File: config.mk
export PLATFORM = sky130hd
export DESIGN_NAME = crc16_frame_deframer
export DESIGN_NICKNAME = d
export VERILOG_FILES = /design/src/sv/c16fd_pkg.sv /design/src/sv/crc16_frame_deframer.sv
export VERILOG_INCLUDE_DIRS = /design/src /design/src/sv
export SDC_FILE = /design/constraint.sdc
export NUM_CORES = 1
export LEC_CHECK = 0
export BUFFER_PORTS_ARGS = -buffer_cell sky130_fd_sc_hd__buf_2
export CORE_MARGIN = 4
export CORE_UTILIZATION = 40
export CTS_BUF_LIST = sky130_fd_sc_hd__clkbuf_8
export CTS_CLUSTER_DIAMETER = 100
export DETAILED_ROUTE_END_ITERATION = 8
export PLACE_DENSITY = 0.58
export REMOVE_ABC_BUFFERS = 1
export SLEW_MARGIN = 10
export SYNTH_ARGS = -nofsm -noshare
export SYNTH_HDL_FRONTEND = slang
export SYNTH_SLANG_ARGS = --single-unit
File: constraint.sdc
create_clock -name clock -period 15.71 [get_ports clock]
set_clock_uncertainty 0.1 [all_clocks]
set_input_delay 1.571 -clock clock [delete_from_list [all_inputs] [get_ports clock]]
set_output_delay 1.571 -clock clock [all_outputs]
set_load 0.005 [all_outputs]
File: src/sv/crc16_frame_deframer_defines.svh
// Assertion macros for the frame deframer.
`ifndef CRC16_FRAME_DEFRAMER_DEFINES_SVH
`define CRC16_FRAME_DEFRAMER_DEFINES_SVH

`ifndef SYNTH
// Check a property while out of reset.
`define C16FD_ASSERT(lbl, prop) \
   lbl: assert property (@(posedge clock) disable iff (reset) prop) \
      else $error("c16fd check failed");
// Check a property at every edge, reset included.
`define C16FD_ASSERT_ALWAYS(lbl, prop) \
   lbl: assert property (@(posedge clock) prop) \
      else $error("c16fd check failed");
`else
`define C16FD_ASSERT(lbl, prop)
`define C16FD_ASSERT_ALWAYS(lbl, prop)
`endif

`endif

File: src/sv/c16fd_pkg.sv
package c16fd_pkg;

   // Default payload buffer depth
   localparam int DEF_PAYLOAD_DEPTH = 64;

   // CRC-16-CCITT
   localparam logic [15:0] CRC_POLY = 16'h1021;
   localparam logic [15:0] CRC_INIT = 16'hFFFF;

   // Fixed field widths
   localparam int LEN_W = 7;
   localparam int IDX_W = 6;
   localparam logic [LEN_W-1:0] LEN_SAT = 7'd127;

   // Result status codes
   typedef enum logic [1:0] {
      ST_OK       = 2'd0,
      ST_LEN_BIG  = 2'd1,
      ST_BAD_TAIL = 2'd2,
      ST_BAD_CRC  = 2'd3
   } status_type;

   // Configuration register indexes
   typedef enum logic [1:0] {
      REG_SYNC_FIRST  = 2'd0,
      REG_SYNC_SECOND = 2'd1,
      REG_TAIL_VALUE  = 2'd2,
      REG_MAX_PAYLOAD = 2'd3
   } reg_index_type;

   // Receiver phases
   typedef enum logic [3:0] {
      PH_SYNC0   = 4'd0,
      PH_SYNC1   = 4'd1,
      PH_LEN     = 4'd2,
      PH_SEQ     = 4'd3,
      PH_ID      = 4'd4,
      PH_PAY     = 4'd5,
      PH_CRCLO   = 4'd6,
      PH_CRCHI   = 4'd7,
      PH_TAIL    = 4'd8,
      PH_EMIT_RD = 4'd9,
      PH_EMIT_LD = 4'd10
   } phase_type;

   // Fold one byte into the CRC, MSB first
   function automatic logic [15:0] crc16_step(input logic [15:0] crc, input logic [7:0] b);
      logic [15:0] c;
      c = crc ^ {b, 8'h00};
      for (int k = 0; k < 8; k++) begin
         if (c[15]) begin
            c = {c[14:0], 1'b0} ^ CRC_POLY;
         end else begin
            c = {c[14:0], 1'b0};
         end
      end
      return c;
   endfunction

endpackage

File: src/sv/crc16_frame_deframer.sv
// Frame deframer: sync, length, seq, id, payload, CRC-16 (low byte first), tail.
// Header, payload and trailer bytes: one byte per cycle outside the emit phases while the result register is free.
// Good frame: one result per payload byte, read from the payload memory.
// Error or empty frame: one result, loaded on the tail or length byte.
// Synchronous active-high reset: hunting first sync byte, no result pending, regs to defaults.
`include "crc16_frame_deframer_defines.svh"

module crc16_frame_deframer #(
   parameter int PAYLOAD_DEPTH = c16fd_pkg::DEF_PAYLOAD_DEPTH
) (
   input  logic                           clock,
   input  logic                           reset,
   input  logic                           req_valid,
   output logic                           req_ready,
   input  logic [7:0]                     req_rx_byte,
   output logic                           rsp_valid,
   input  logic                           rsp_ready,
   output logic [1:0]                     rsp_status,
   output logic [c16fd_pkg::LEN_W-1:0]    rsp_frame_length,
   output logic [7:0]                     rsp_sequence_res,
   output logic [7:0]                     rsp_message_id,
   output logic                           rsp_has_payload,
   output logic [7:0]                     rsp_payload_byte,
   output logic [c16fd_pkg::IDX_W-1:0]    rsp_byte_index,
   output logic                           rsp_last,
   input  logic                           csr_we,
   input  logic [1:0]                     csr_index,
   input  logic [7:0]                     csr_wdata
);
   import c16fd_pkg::*;

   localparam int AW = (PAYLOAD_DEPTH > 1) ? $clog2(PAYLOAD_DEPTH) : 1;
   localparam logic [7:0] DEPTH_LIM = 8'(PAYLOAD_DEPTH);

   // Configuration registers
   logic [7:0]       sync_first_ff, sync_second_ff, tail_value_ff;
   logic [LEN_W-1:0] max_payload_ff;

   // Frame state
   phase_type        phase_ff, phase_in;
   logic [LEN_W-1:0] held_length_ff;
   logic [7:0]       held_sequence_ff, held_message_id_ff;
   logic [15:0]      running_crc_ff;
   logic [7:0]       received_crc_low_ff;
   logic [LEN_W-1:0] payload_count_ff;
   logic             crc_bad_ff;
   logic [IDX_W-1:0] rd_idx_ff;

   // Payload memory
   logic [7:0]       pay_mem [PAYLOAD_DEPTH];
   logic [7:0]       mem_rdata_ff;

   // Result register
   logic             rsp_valid_ff;
   logic [1:0]       rsp_status_ff;
   logic [LEN_W-1:0] rsp_frame_length_ff;
   logic [7:0]       rsp_sequence_ff, rsp_message_id_ff, rsp_payload_ff;
   logic             rsp_has_payload_ff, rsp_last_ff;
   logic [IDX_W-1:0] rsp_byte_index_ff;

   // Control
   logic             slot_free, accept, input_phase;
   logic             len_bad, tail_bad, emit_last;
   logic             mem_we, mem_re;
   logic             rsp_load;
   status_type       rsp_status_in;
   logic [LEN_W-1:0] rsp_frame_length_in;
   logic [7:0]       rsp_sequence_in, rsp_message_id_in, rsp_payload_in;
   logic             rsp_has_payload_in, rsp_last_in;
   logic [IDX_W-1:0] rsp_byte_index_in;
   logic [15:0]      crc_next;

   assign slot_free   = !rsp_valid_ff || rsp_ready;
   assign input_phase = (phase_ff != PH_EMIT_RD) && (phase_ff != PH_EMIT_LD);
   assign accept      = req_valid && req_ready;
   assign len_bad     = (req_rx_byte > {1'b0, max_payload_ff}) || (req_rx_byte > DEPTH_LIM);
   assign tail_bad    = req_rx_byte != tail_value_ff;
   assign emit_last   = (LEN_W'(rd_idx_ff) + 7'd1) == held_length_ff;
   assign crc_next    = crc16_step(running_crc_ff, req_rx_byte);

   // Next phase
   always_comb begin
      phase_in = phase_ff;
      unique case (phase_ff)
         PH_SYNC0: begin
            if (accept && req_rx_byte == sync_first_ff) phase_in = PH_SYNC1;
         end
         PH_SYNC1: begin
            if (accept) begin
               if (req_rx_byte == sync_second_ff) begin
                  phase_in = PH_LEN;
               end else if (req_rx_byte != sync_first_ff) begin
                  phase_in = PH_SYNC0;
               end
            end
         end
         PH_LEN: begin
            if (accept) phase_in = len_bad ? PH_SYNC0 : PH_SEQ;
         end
         PH_SEQ: begin
            if (accept) phase_in = PH_ID;
         end
         PH_ID: begin
            if (accept) phase_in = (held_length_ff == '0) ? PH_CRCLO : PH_PAY;
         end
         PH_PAY: begin
            if (accept && ((payload_count_ff + 7'd1) >= held_length_ff)) phase_in = PH_CRCLO;
         end
         PH_CRCLO: begin
            if (accept) phase_in = PH_CRCHI;
         end
         PH_CRCHI: begin
            if (accept) phase_in = PH_TAIL;
         end
         PH_TAIL: begin
            if (accept) begin
               phase_in = (!tail_bad && !crc_bad_ff && held_length_ff != '0) ?
                          PH_EMIT_RD : PH_SYNC0;
            end
         end
         PH_EMIT_RD: begin
            if (slot_free) phase_in = PH_EMIT_LD;
         end
         PH_EMIT_LD: begin
            phase_in = emit_last ? PH_SYNC0 : PH_EMIT_RD;
         end
         default: phase_in = PH_SYNC0;
      endcase
   end

   // Handshake, memory strobes and result contents
   always_comb begin
      req_ready           = input_phase && slot_free;
      mem_we              = 1'b0;
      mem_re              = 1'b0;
      rsp_load            = 1'b0;
      rsp_status_in       = ST_OK;
      rsp_frame_length_in = held_length_ff;
      rsp_sequence_in     = held_sequence_ff;
      rsp_message_id_in   = held_message_id_ff;
      rsp_has_payload_in  = 1'b0;
      rsp_payload_in      = 8'h00;
      rsp_byte_index_in   = '0;
      rsp_last_in         = 1'b1;
      unique case (phase_ff)
         PH_LEN: begin
            rsp_load            = accept && len_bad;
            rsp_status_in       = ST_LEN_BIG;
            rsp_frame_length_in = req_rx_byte[7] ? LEN_SAT : req_rx_byte[LEN_W-1:0];
            rsp_sequence_in     = 8'h00;
            rsp_message_id_in   = 8'h00;
         end
         PH_PAY: begin
            mem_we = accept;
         end
         PH_TAIL: begin
            rsp_load = accept && (tail_bad || crc_bad_ff || held_length_ff == '0);
            if (tail_bad) begin
               rsp_status_in = ST_BAD_TAIL;
            end else if (crc_bad_ff) begin
               rsp_status_in = ST_BAD_CRC;
            end else begin
               rsp_status_in = ST_OK;
            end
         end
         PH_EMIT_RD: begin
            mem_re = slot_free;
         end
         PH_EMIT_LD: begin
            rsp_load           = 1'b1;
            rsp_has_payload_in = 1'b1;
            rsp_payload_in     = mem_rdata_ff;
            rsp_byte_index_in  = rd_idx_ff;
            rsp_last_in        = emit_last;
         end
         default: begin
         end
      endcase
   end

   // Configuration writes
   always_ff @(posedge clock) begin
      if (reset) begin
         sync_first_ff  <= 8'hAA;
         sync_second_ff <= 8'h55;
         tail_value_ff  <= 8'h0D;
         max_payload_ff <= 7'd64;
      end else if (csr_we) begin
         unique case (reg_index_type'(csr_index))
            REG_SYNC_FIRST:  sync_first_ff  <= csr_wdata;
            REG_SYNC_SECOND: sync_second_ff <= csr_wdata;
            REG_TAIL_VALUE:  tail_value_ff  <= csr_wdata;
            REG_MAX_PAYLOAD: max_payload_ff <= csr_wdata[LEN_W-1:0];
            default: begin
            end
         endcase
      end
   end

   // Control state
   always_ff @(posedge clock) begin
      if (reset) begin
         phase_ff         <= PH_SYNC0;
         rsp_valid_ff     <= 1'b0;
         held_length_ff   <= '0;
         payload_count_ff <= '0;
         crc_bad_ff       <= 1'b0;
         rd_idx_ff        <= '0;
         running_crc_ff   <= CRC_INIT;
      end else begin
         phase_ff <= phase_in;
         // hold result until taken, load when slot frees
         if (rsp_load) begin
            rsp_valid_ff <= 1'b1;
         end else if (rsp_ready) begin
            rsp_valid_ff <= 1'b0;
         end
         if (accept) begin
            unique case (phase_ff)
               PH_SYNC1: begin
                  running_crc_ff   <= CRC_INIT;
                  payload_count_ff <= '0;
                  crc_bad_ff       <= 1'b0;
               end
               PH_LEN: begin
                  held_length_ff <= req_rx_byte[LEN_W-1:0];
                  running_crc_ff <= crc_next;
               end
               PH_SEQ, PH_ID: begin
                  running_crc_ff <= crc_next;
               end
               PH_PAY: begin
                  running_crc_ff   <= crc_next;
                  payload_count_ff <= payload_count_ff + 7'd1;
               end
               PH_CRCHI: begin
                  crc_bad_ff <= {req_rx_byte, received_crc_low_ff} != running_crc_ff;
               end
               PH_TAIL: begin
                  rd_idx_ff <= '0;
               end
               default: begin
               end
            endcase
         end
         // advance read pointer after each payload result
         if (phase_ff == PH_EMIT_LD) rd_idx_ff <= rd_idx_ff + 6'd1;
      end
   end

   // Header bytes and received CRC low byte
   always_ff @(posedge clock) begin
      if (accept && phase_ff == PH_SEQ)   held_sequence_ff    <= req_rx_byte;
      if (accept && phase_ff == PH_ID)    held_message_id_ff  <= req_rx_byte;
      if (accept && phase_ff == PH_CRCLO) received_crc_low_ff <= req_rx_byte;
   end

   // Payload memory, registered read
   always_ff @(posedge clock) begin
      if (mem_we) pay_mem[payload_count_ff[AW-1:0]] <= req_rx_byte;
      if (mem_re) mem_rdata_ff <= pay_mem[rd_idx_ff[AW-1:0]];
   end

   // Result register
   always_ff @(posedge clock) begin
      if (rsp_load) begin
         rsp_status_ff       <= rsp_status_in;
         rsp_frame_length_ff <= rsp_frame_length_in;
         rsp_sequence_ff     <= rsp_sequence_in;
         rsp_message_id_ff   <= rsp_message_id_in;
         rsp_has_payload_ff  <= rsp_has_payload_in;
         rsp_payload_ff      <= rsp_payload_in;
         rsp_byte_index_ff   <= rsp_byte_index_in;
         rsp_last_ff         <= rsp_last_in;
      end
   end

   assign rsp_valid        = rsp_valid_ff;
   assign rsp_status       = rsp_status_ff;
   assign rsp_frame_length = rsp_frame_length_ff;
   assign rsp_sequence_res = rsp_sequence_ff;
   assign rsp_message_id   = rsp_message_id_ff;
   assign rsp_has_payload  = rsp_has_payload_ff;
   assign rsp_payload_byte = rsp_payload_ff;
   assign rsp_byte_index   = rsp_byte_index_ff;
   assign rsp_last         = rsp_last_ff;

   // Checks
   `C16FD_ASSERT(a_load_free, rsp_load |-> (!rsp_valid_ff || rsp_ready))
   `C16FD_ASSERT(a_emit_shows, phase_ff == PH_EMIT_LD |=> rsp_valid_ff)
   `C16FD_ASSERT(a_pay_count, phase_ff == PH_PAY |-> payload_count_ff < held_length_ff)
   `C16FD_ASSERT(a_idx_in_frame, (rsp_valid_ff && rsp_has_payload_ff) |-> (LEN_W'(rsp_byte_index_ff) < rsp_frame_length_ff))
   `C16FD_ASSERT_ALWAYS(a_reset_idle, reset |=> (!rsp_valid_ff && phase_ff == PH_SYNC0))

endmodule

### Word level (Yosys, flattened, before mapping)

Memories as Yosys holds them, arrays and structs flattened. A register that Yosys moved wholly into a read port is not among the register bits.
Index checks and enable logic that the tools add are counted.

* RAM bits: 512
* memories kept: 1
* output and inout port bits: 43
* bits in registers: 138
* word-level logic and storage cells: 154

* equality and inequality tests: 32
* muxes and demuxes: 44
* $add $sub $neg: 3
* bitwise gates (word level): 9
* order comparisons: 3
* reduce and logical (&&, ||, !) cells: 40

Memory list
* pay_mem: depth 64, width 8, read ports 1, clocked after Yosys merged registers in 1, wr ports 1, line crc16_frame_deframer.sv:50 `logic [7:0] pay_mem [PAYLOAD_DEPTH];`

Operators with widths (number)
* two-way mux 13 bit: 8
* two-way mux 4 bit: 14
* case mux 4 bit (11 select lines): 1
* case mux 16 bit (2 select lines): 1
* NOT 3 bit: 8
* != test 2 bit, second input constant: 10
* two-way mux 6 bit: 3
* AND reduction 2 bit: 9
* equality test 4 x 3 -> 1 bit, second input constant: 4
* equality test 8 bit: 2
* != test 16 bit: 1
* != test 8 bit: 2
* XOR 16 bit: 1
* two-way mux 7 bit: 2
* case mux 7 bit (2 select lines): 1
* equality test 4 bit, second input constant: 3
* logical AND 1 bit: 12
* nonzero test 2 bit: 6
* AND reduction 11 bit: 1
* equality test 4 x 2 -> 1 bit, second input constant: 2
* greater-than comparator 8 x 7 -> 1 bit: 1
* greater-than comparator 8 x 7 -> 1 bit, second input constant: 1
* two-way mux 2 bit: 4
* != test 4 bit, second input constant: 2
* 20 further kinds: 32

### Depth between registers and ports, before layout

* depth after elaboration: 18
* gate-level depth with buffers: 11
* depth with buffers taken out: 10

### Worst setup path after synthesis

OpenSTA, ideal clock, no wires.

* path type: input port to flip-flop
* start point: input port req_rx_byte[0]
* end point: register rsp_byte_index_ff[0] (netlist: rsp_byte_index[0]), enable pin
* arrival time: 5.731 ns
* setup slack: 9.382 ns
* stages: 10
* data required time: 15.114 ns
* cells stage by stage: clkbuf_1 -> inv_1 -> ha_1 -> nor2b_1 -> o21ai_0 -> a21oi_1 -> a211oi_1 -> o21ai_0 -> a22oi_1 -> o21ai_0

* cells in the longest elaborated chain, start to end: 5

RTL lines
* from (decl): line crc16_frame_deframer.sv:15 `input logic [7:0] req_rx_byte,`
* branches (longest 4 deep; another with greater-than comparator 8 x 7 -> 1 bit)
* case mux 1 bit (3 select lines) (*): line crc16_frame_deframer.sv:145 `unique case (phase_ff)`
* net rsp_load: line crc16_frame_deframer.sv:65 `logic rsp_load;`
* to (signal assigned): line crc16_frame_deframer.sv:273 `rsp_byte_index_ff <= rsp_byte_index_in;`
* to (decl): line crc16_frame_deframer.sv:59 `logic [IDX_W-1:0] rsp_byte_index_ff;`

Mark *: on every way through the listed nets, which the timed path passes.
A chain may end at the register's enable or synchronous reset.

==> impl_metrics.env <==
export IMPL_grt_overflow=0
export IMPL_startpoint_type="flip-flop"
export IMPL_leakage_nw=9.34
export IMPL_timing_setup_critical_path_class="reg2reg"
export IMPL_syn_area_um2=26400
export IMPL_sw_frac_of_total=0.212
export IMPL_holdBufCountCts=0
export IMPL_clk_path_buf_depth=3
export IMPL_p_clk_frac=0.408
export IMPL_clk_pin_slew_ps=60
export IMPL_setup_tns_ps=0
export IMPL_ctsResizeCount=0
export IMPL_grt_max_degree=105
export IMPL_internal_power_mw=2.66
export IMPL_grt_pass1_wl_um=91400
export IMPL_cts_buffers=99
export IMPL_min_path_type="reg2reg"
export IMPL_p_comb_frac=0.025
export IMPL_rows=94
export IMPL_synth_area_per_cell_um2=18.2
export IMPL_crit_path_end_kind="flip-flop"
export IMPL_hpwl_um=36800
export IMPL_crit_arrival_ps=4500
export IMPL_htree_levels=3
export IMPL_drive_above_1_share=0.247
export IMPL_finalCriticalPeriod_ps=4170
export IMPL_slew_headroom=0.186
export IMPL_synthFlopType="edfxtp_1"
export IMPL_crit_required_ps=16040
export IMPL_die_x_um=265
export IMPL_synth_area_leaders="edfxtp_1 66%, mux4_2 14%, dfxtp_1 5.5%, nor2_1 1.8%, xnor2_1 1.1%"
export IMPL_dieHeight_um=265
export IMPL_layout_worst_path_cycle_share=0.266
export IMPL_ys_ff_latch=658
export IMPL_initialDrtViolationCount=1189
export IMPL_clkLatencyLatePin_ps=680
export IMPL_tritoncts="built"
export IMPL_p_per_area_nw_per_um2=114
export IMPL_nets=1591
export IMPL_die_area_um2=70300
export IMPL_p_total_mw=3.37
export IMPL_worstMarginPinSlew_ps=1210
export IMPL_finalHoldViolations=0
export IMPL_setup_viol=0
export IMPL_fmax_mhz=240
export IMPL_power_frac_seq=0.567
export IMPL_port_buffers=65
export IMPL_start_util=0.403
export IMPL_yosys_warnings=0
export IMPL_maxCapViolations=0
export IMPL_p_sw_uw=714
export IMPL_antenna_found_initial=2
export IMPL_netlist_area_leader_share=0.664
export IMPL_final_antenna_net_count=0
export IMPL_gp_congestion=0.814
export IMPL_drv_slew=0
export IMPL_design_area_um2=29600
export IMPL_drt_total_wl_um=60500
export IMPL_vias=13473
export IMPL_track_usage=0.173
export IMPL_max_vdd_ir_drop_v=0.0000608
export IMPL_cts_sinks=658
export IMPL_viasPerCell=5.39
export IMPL_synth_top_area_cell="edfxtp_1"
export IMPL_area_delta_synth_final_pct=12.1
export IMPL_critical_path_peak_fanout=56
export IMPL_ys_async_sr_fraction=0
export IMPL_dr_pass1_iters=5
export IMPL_post_cts_buffers=0
export IMPL_drcViolationCount=0
export IMPL_fin_hold_ws_ps=368
export IMPL_routedWlPerCell_um=24.2
export IMPL_synth_cell_types=51
export IMPL_postPlaceCellArea_um2=27700
export IMPL_grt_pass1_vias=13958
export IMPL_boundaryPins=66
export IMPL_rsz0062_at_grt="false"
export IMPL_design_core_area_um2=65600
export IMPL_syn_inst=1449
export IMPL_seq_area_frac_synth=0.720
export IMPL_status="completed"
export IMPL_cts_root_buf="clkbuf_8"
export IMPL_synth_edf_count=585
-- per-stage QoR --
step / utilization / worst slack [ps] / instances
CTS: 0.452 / 11500 / 2497
finish: 0.452 / 11540 / 2499
global route: 0.452 / 11380 / 2499
global placement: 0.422 / 10910 / 2314
detailed placement: 0.422 / 10910 / 2314
floorplan: - / 8140 / 1365
-- cells in the final DEF (no fill, tap or decap), types with 24 or more instances in the layout --
cell,n
xnor2_1,33
o21ai_0,24
nor2_1,124
edfxtp_1,585
a21oi_1,28
clkbuf_8,110
mux4_2,168
buf_2,65
nand2_1,36
nand2b_1,25
xor2_1,33
inv_1,62
dfxtp_1,69
nor2b_1,24
-- cells in the mapped netlist, types with 2 or more instances --
library cell and count:
buf_6 7, nand2b_1 25, dfxtp_1 73, mux2i_1 19, nor4_1 10, or2_2 4
nand2_1 36, edfxtp_1 585, nor3_1 8, and2_1 14, or3_1 8, xnor2_1 33
ha_1 16, o31ai_1 5, nor2_1 124, nand3b_1 6, a211o_1 9, o21ai_0 25
a22oi_1 6, xor2_1 33, buf_1 9, nand4_1 8, or4_1 2, nand3_1 17
a21oi_1 28, o31a_1 2, a311o_1 2, buf_2 10, a21o_1 7, nor2b_1 24
o22ai_1 15, clkbuf_1 58, a31oi_1 6, mux4_2 168, a211oi_1 4, o221ai_1 2
inv_1 27
-- cells by family (layout without fill, tap and decap cells) --
logic type,Yosys count,in the layout,share of synthesized area
XOR/XNOR,66,66,0.0219
buffers and inverters,111,296,0.0182
flip-flops,658,658,0.720
AO/OA/AOI/OAI,119,119,0.0289
multiplexers,188,188,0.151
AND/OR/NAND/NOR,291,291,0.0532
other,0,1,0
adder cells (fa/ha/maj),16,16,0.00757
-- state kept, by name, summed over array words and instances (netlist names), 8 cells and up --
name and count:
held_message_id_ff 8, held_sequence_ff 8, mem_rdata_ff 8, pay_mem 512
received_crc_low_ff 8, rsp_message_id 8, rsp_payload_byte 8, rsp_sequence_res 8
running_crc_ff 16, sync_first_ff 8, sync_second_ff 8, tail_value_ff 8
-- routing by layer --
layer,GRT usage,vias up,wire (µm)
met5,0,-,0
met4,0.0547,0,1290
met3,0.0348,76,3560
met2,0.279,395,29800
met1,0.240,7046,25900
li1,-,5956,-
-- power by group through the flow --
stage / Clock [mW] / Sequential (mW) / Combinational (mW)
after CTS: 1.41 / 1.91 / 0.0849
after global routing: 1.50 / 1.91 / 0.0932
after floorplan: 0 / 1.95 / 0.0364
after global placement: 0 / 1.95 / 0.0839
after detailed placement: 0 / 1.95 / 0.0848
final: 1.38 / 1.91 / 0.0840
-- path summary, 6_finish.rpt --
kind	endpoint	cells past startpoint	from	slack [ps]
setup reg to reg	mem_rdata_ff[7]	5	rd_idx_ff[2]	11540
setup / recovery	mem_rdata_ff[7]	5	rd_idx_ff[2]	11540
hold reg to reg	max_payload_ff[6]	1	max_payload_ff[6]	370
hold / removal	max_payload_ff[6]	1	max_payload_ff[6]	370
-- worst max-delay path: stages (launching register included) --
cell     delay, ps
dfxtp_4        650
buf_4          680
buf_4          780
mux4_2         490
mux4_2         590
mux4_2         490
-- area by class of cell --
type	instances	area [µm²]
Fill cell	5636	36000
Clock inverter	73	452
Clock buffer	110	1510
Inverter	27	101
Multi-Input combinational cell	680	6960
Timing Repair Buffer	86	495
Antenna cell	1	2.50
Tap cell	864	1080
Sequential cell	658	19000
Note: power is estimated with default switching activity, not from simulation.
